## src/rtl/core/vrp_pkg.sv

```systemverilog
`timescale 1ns / 1ps
// ----------------------------------------------------------------------------
// vrp_pkg
// shared types, register indexes and fixed-point helpers for the vertex
// rotate and project block
// ----------------------------------------------------------------------------
package vrp_pkg;

    localparam int FIFO_DEPTH = 4;
    localparam int FIFO_AW    = 2;
    localparam int QB         = 17;
    localparam int NW         = 49;
    localparam int DW         = 33;
    localparam int PRW        = 48;

    typedef enum logic [2:0] {
        CFG_COS    = 3'd0,
        CFG_SIN    = 3'd1,
        CFG_FOV    = 3'd2,
        CFG_WIDTH  = 3'd3,
        CFG_HEIGHT = 3'd4,
        CFG_MODE   = 3'd5
    } cfg_idx_t;

    typedef struct packed {
        logic signed [15:0] cos_v;
        logic signed [15:0] sin_v;
        logic               mode;
    } rot_cfg_t;

    typedef struct packed {
        logic signed [31:0] fov;
        logic signed [12:0] off_x;
        logic signed [12:0] off_y;
    } proj_cfg_t;

    typedef struct packed {
        logic signed [31:0] x;
        logic signed [31:0] y;
        logic signed [31:0] z;
    } point_t;

    // floor shift by 14 then clamp to 32-bit signed
    function automatic logic signed [31:0] fix_sat(input logic signed [48:0] v);
        logic signed [34:0] t;
        begin
            t = v[48:14];
            if (t > 35'sd2147483647)
                fix_sat = 32'sh7FFFFFFF;
            else if (t < -35'sd2147483648)
                fix_sat = 32'sh80000000;
            else
                fix_sat = t[31:0];
        end
    endfunction

endpackage

```

## src/rtl/core/vrp_fifo.sv

```systemverilog
`timescale 1ns / 1ps
// ----------------------------------------------------------------------------
// vrp_fifo
// short queue of rotated points between front and back
// ----------------------------------------------------------------------------
module vrp_fifo
    import vrp_pkg::*;
(
    input  logic   clk,
    input  logic   rst_n,
    input  logic   push,
    input  point_t wdata,
    input  logic   pop,
    output point_t rdata,
    output logic   full,
    output logic   empty
);

    point_t             mem_reg [0:FIFO_DEPTH-1];
    logic [FIFO_AW-1:0] wr_ptr_reg, rd_ptr_reg;
    logic [FIFO_AW:0]   cnt_reg;

    always_ff @(posedge clk or negedge rst_n)
    begin
        if (!rst_n)
        begin
            wr_ptr_reg <= '0;
            rd_ptr_reg <= '0;
            cnt_reg    <= '0;
        end
        else
        begin
            if (push)
                wr_ptr_reg <= wr_ptr_reg + 1'b1;
            if (pop)
                rd_ptr_reg <= rd_ptr_reg + 1'b1;
            if (push && !pop)
                cnt_reg <= cnt_reg + 1'b1;
            else if (pop && !push)
                cnt_reg <= cnt_reg - 1'b1;
        end
    end

    always_ff @(posedge clk)
    begin
        if (push)
            mem_reg[wr_ptr_reg] <= wdata;
    end

    assign rdata = mem_reg[rd_ptr_reg];
    assign full  = (cnt_reg == (FIFO_AW+1)'(FIFO_DEPTH));
    assign empty = (cnt_reg == '0);

endmodule

```

## config.mk

```make
export PLATFORM = sky130hd
export DESIGN_NAME = vrp_fifo
export DESIGN_NICKNAME = d
export VERILOG_FILES = /design/src/rtl/core/vrp_pkg.sv /design/src/rtl/core/vrp_fifo.sv
export SDC_FILE = /design/constraint.sdc
export NUM_CORES = 1
export LEC_CHECK = 0
export ABC_AREA = 1
export BUFFER_PORTS_ARGS = -buffer_cell sky130_fd_sc_hd__buf_2
export CORE_AREA = 2 2 206 147
export CTS_CLUSTER_DIAMETER = 200
export CTS_CLUSTER_SIZE = 14
export DETAILED_ROUTE_END_ITERATION = 16
export DIE_AREA = 0 0 208 149
export PLACE_DENSITY = 0.76
export SETUP_SLACK_MARGIN = 0.02
export SLEW_MARGIN = 20
export SYNTH_ARGS = -nofsm -noshare
export SYNTH_HDL_FRONTEND = slang
export SYNTH_SLANG_ARGS = --single-unit
```

## constraint.sdc

```tcl
create_clock -name clk -period 3.6 [get_ports clk]
set_input_delay 0.18 -clock clk [delete_from_list [all_inputs] [get_ports clk]]
set_output_delay 0.18 -clock clk [all_outputs]
set_load 0.01 [all_outputs]
```

; ---- After elaboration in Yosys (flattened, before gate mapping)
; Memories as Yosys holds them, arrays and structs flattened.
; Index checks and enable logic that the tools add are counted.
[word_totals]
regBits = 7
latch_bits = 0
mem_bits_rw = 384
rom_bits = 0
out_inout_bits = 98
mem_count = 1
[memory_table]
columns = memory, words, width, rd, rd_clocked_by_memory_dff, write_ports, line
row1 = mem_reg, 4, 96, 1, 0, 1, vrp_fifo.sv:19  ; point_t mem_reg [0:FIFO_DEPTH-1];
[op_classes]
add_sub_neg = 4
multipliers = 0
n_div = 0
order_cmp = 0
eq_ne = 1
shift = 0
n_mux = 4
bitwise_logic = 0
reduce_logical = 6
[op_table]
columns = operator, count
row1 = 2-to-1 mux 3 bit, 2
row2 = "adder 2 x 1 -> 2 bit, second input constant", 2
row3 = "adder 3 x 1 -> 3 bit, second input constant", 1
row4 = "== test 3 bit, second input constant", 1
row5 = logical NOT 3 bit, 1
row6 = "subtractor 3 x 1 -> 3 bit, second input constant", 1
row7 = logical AND 1 bit, 2
row8 = logical NOT 1 bit, 2
row9 = 2-to-1 mux 1 bit, 2
row10 = nonzero test 2 bit, 1

; ---- Depth between registers and ports, before layout
[depth]
ltp_word = 4
ltp_mapped = 9
depth_no_buf = 9

; ---- Worst setup path before layout
; Ideal clock, no wire load.
[synth_path]
kind = register -> register
start = reg wr_ptr_reg[0]
end = mem mem_reg[2][0] in the netlist's numbering, enable pin
arrival_ns = 2.532
slack_ns = 0.618
stages_incl_launch_ff = 5
n_path_buf = 0
path_cell_list = dfrtp_1 inv_1 ha_1 nand2_1 inv_1
[synth_lines]
columns = item, line
row1 = start: declaration, vrp_fifo.sv:20  ; logic [FIFO_AW-1:0] wr_ptr_reg, rd_ptr_reg;
row2 = start signal: assignment, vrp_fifo.sv:34  ; wr_ptr_reg <= wr_ptr_reg + 1'b1;
row3 = end: declaration, vrp_fifo.sv:19
; Straight into the memory's write port.

==> run summary <==
The wire length on met3 is 1960 um, and the number of antenna violations at the first check in global routing is 1. For the sequential fraction of design power, the log shows 44.1%. The via density per instance is 5.08. The number of detailed-routing iterations run before antenna repair was 4; the deepest clock path buffer count was 3. Clock-pin slew was measured on the worst setup and hold paths at 0.07 ns.

CTS root buffer: sky130_fd_sc_hd__clkbuf_16. Yosys printed 0 warnings. Counting every sink on the clock net gives 391. The vertical die dimension was 149 um; the tightest slew margin relative to the limit was 42.7%. The synthesized flop and latch total was 391; the total CTS buffers was 31. For this design the ratio of total power to cell area is 760 nW/um^2.

For the number of rows created at floorplan, the log shows 53. At the later pin of the worst-skew pair, clock insertion delay measures 0.56 ns. The kind of capture point of the worst setup path was an output port.

For the worst flop-to-flop path, the logic depth is 5. Endpoint required time on the critical path: 3.42 ns. The run gives 1274 as the synthesized netlist net count. The detail route stage leaves a number of antenna-violating nets equal to 0.

The register with the most flip-flops in the layout has 384 of them. The final clock period utilization by the worst path works out to 73.1%. The logs give 2120 for the number of fillers in the final layout and 0 for the count of endpoints failing hold in the final timing report. In the final layout, the multi-input gates occupy 2770 um^2.

The run finished with clean final reports. The first global-routing pass estimated 49100 um of wire. The detailed-route via count is 9370. The run gives 9.30 mW as the cell-internal power. For the weighted congestion reported at the end of routability-driven placement, the log shows 0.738. Of the total power, the clock network draws 20.9%. The worst hold path passes through 2 cells. The post-cts repair resize count was 0. Utilization after layout: 64.2%. Setup repair after global routing left no endpoint under its margin. The number of global-route vias before repair is 9481, and the maximum fanout along the worst path is 72. The floorplan die area is 31000 um^2, and the largest net degree at the start of global routing is 73. In this run, the combinational gates consume 35.1% of the power.

In the final timing run, aggregate negative setup slack is 0 ns. The run gives 15800 um^2 as the total standard cell area after synthesis. After detailed routing, the number of remaining DRC violations is 0. The critical path class was reg -> out. The H-tree depth reported by CTS is 1, and the net switching share of the total power is 34.9%. The run gives 1168 as the number of instances in the synthesized netlist.

Total of buffers placed on input and output ports: 197. For this design the static power due to leakage is 7.53 nW. In this run the mean area of a mapped cell was 13.5 um^2.

The area growth from synthesis to layout is 18.8%. For this run, the top clock speed supported by timing is 380 MHz. For the number of distinct library cells after synthesis, the log shows 19.

The run gives 30900 um as the total length of routed wires. In this run, the number of DRC markers left after iteration 0 of detailed routing was 575. The total overflow left after global routing is 0.

In the final design database the tool counted 1555 nets. The run gives 0 as the final max-slew violation count. TritonCTS built the clock tree.

The tool flagged a number of max-cap violations equal to 0. The total half-perimeter wirelength after legalization and detailed placement was 17200 um; the slew at the pin with the worst max-slew slack was 0.859 ns. For this configuration, the core starts out at a cell density of 54.0%.

IR analysis of the VDD net gives a maximum drop of 511 uV. The share of layout cells above drive strength 1 was 17.9%; the count of final setup violators was 0. Leaving out fill and tap cells, the most frequent cell in the layout is sky130_fd_sc_hd__edfxtp_1. The top cell types in the final layout, fill and taps aside, are sky130_fd_sc_hd__edfxtp_1, sky130_fd_sc_hd__nand2_1, sky130_fd_sc_hd__inv_1.

The worst setup path is launched from a register. Sequential cells were found to cover 74.0% of the synthesized design area. I/O pin count: 198. In the final routed layout, each cell accounts on average for 16.8 um. The worst min-delay path category is in -> reg. From left edge to right edge, the die measures 208 um. The footprint of the flip-flops and latches is 11700 um^2. The highest layer touched by signal routing is met4. The worst clock skew was 0.00898 ns.

For the sum of met2 wire segment lengths after detailed routing, the log shows 15500 um. For this block, wires on met1 add up to 13000 um. At the worst endpoint, the arrival time is 2.45 ns. The core region is 29300 um^2. Final critical delay including setup and external delays: 2.63 ns. The net load switching power came out at 4.99 mW. The global router's overall resource usage was 20.0%.
metal layers:
layer / vias up / GRT usage, %
li1: 4614 / -
met1: 4475 / 25.9
met2: 235 / 34.5
met3: 46 / 4.82
met4: 0 / 4.43
met5: - / 0
cell type report:
class	instances	area share, %
Sequential cell	391	62.3
Multi-Input combinational cell	508	14.7
Timing Repair Buffer	313	11.9
Clock buffer	43	4.37
Inverter	204	4.14
Tap cell	385	2.56
Clock inverter	1	0.0466
Antenna cell	1	0.0133
power groups by stage:
| stage | Clock (mW) | Combinational [mW] | Sequential, mW |
|---|---|---|---|
| 2_1_floorplan | 0 | 3.62 | 6.27 |
| 3_3_place_gp | 0 | 4.87 | 6.36 |
| 3_5_place_dp | 0 | 4.99 | 6.40 |
| 4_1_cts | 3.05 | 5.10 | 6.30 |
| 5_1_grt | 3.23 | 5.62 | 6.38 |
| 6_report | 2.98 | 5.01 | 6.30 |
cell usage after synthesis:
master	number	area share (%)
sky130_fd_sc_hd__edfxtp_1	384	73
sky130_fd_sc_hd__nand2_1	301	7.1
sky130_fd_sc_hd__inv_1	203	4.8
sky130_fd_sc_hd__o211ai_1	182	8.6
sky130_fd_sc_hd__buf_6	39	2.8
sky130_fd_sc_hd__buf_2	14	0.44
sky130_fd_sc_hd__o211ai_2	10	0.79
sky130_fd_sc_hd__buf_4	8	0.38
sky130_fd_sc_hd__dfrtp_1	7	1.1
sky130_fd_sc_hd__ha_1	5	0.40
sky130_fd_sc_hd__clkbuf_1	4	0.095
sky130_fd_sc_hd__xor2_1	3	0.17
sky130_fd_sc_hd__nor3_1	2	0.063
sky130_fd_sc_hd__fa_1	1	0.13
sky130_fd_sc_hd__inv_4	1	0.040
sky130_fd_sc_hd__nand3_1	1	0.032
sky130_fd_sc_hd__nand4_1	1	0.040
sky130_fd_sc_hd__o21ai_1	1	0.032
sky130_fd_sc_hd__xnor2_1	1	0.055
cell families after synthesis:
group                    Yosys count  synth area share [%]
buffers and inverters            269                  8.55
flip-flops                       391                  74.0
AO/OA/AOI/OAI                    193                  9.46
XOR/XNOR                           4                 0.221
adder cells (fa/ha/maj)            6                 0.522
AND/OR/NAND/NOR                  305                  7.27
worst paths after layout:
kind,from,slack [ns],to
max in group asynchronous,rst_n,2.74,rd_ptr_reg[1]$_DFFE_PN0P_
worst max-delay path,rd_ptr_reg[0]$_DFFE_PN0P_,0.97,rdata[95]
worst max register to register,wr_ptr_reg[0]$_DFFE_PN0P_,1.55,mem_reg[2][45]$_DFFE_PP_
min in group asynchronous,rst_n,0.58,cnt_reg[1]$_DFFE_PN0P_
worst min-delay path,wdata[15],0.36,mem_reg[2][15]$_DFFE_PP_
worst min register to register,cnt_reg[2]$_DFFE_PN0P_,0.51,cnt_reg[2]$_DFFE_PN0P_
critical path, stage by stage (launching register included):
cell and delay, ns:
sky130_fd_sc_hd__dfrtp_4 0.98, sky130_fd_sc_hd__buf_12 0.36, sky130_fd_sc_hd__nand2_1 0.10, sky130_fd_sc_hd__o211ai_1 0.10, sky130_fd_sc_hd__nand2_1 0.11, sky130_fd_sc_hd__buf_2 0.15
what timing repair did:
action,4_1_cts,5_1_grt
endpoints found under the hold margin,395,0
setup endpoints to repair,0,0
buffers inserted,0,0
hold buffers,100,0
metrics by stage:
step / std cells / worst slack, ns / hold slack, ns / power, mW / instance area, um^2
2_1_floorplan: 1168 / 0.618 / -0.116 / 9.88 / 15800
3_3_place_gp: 1701 / 1.55 / 0.0226 / 11.2 / 17000
3_5_place_dp: 1701 / 1.52 / 0.0219 / 11.4 / 17000
4_1_cts: 1845 / 0.958 / 0.332 / 14.4 / 18800
5_1_grt: 1846 / 0.790 / 0.338 / 15.2 / 18800
6_report: 1846 / 0.969 / 0.360 / 14.3 / 18800
Note: power is estimated with default switching activity, not from simulation.
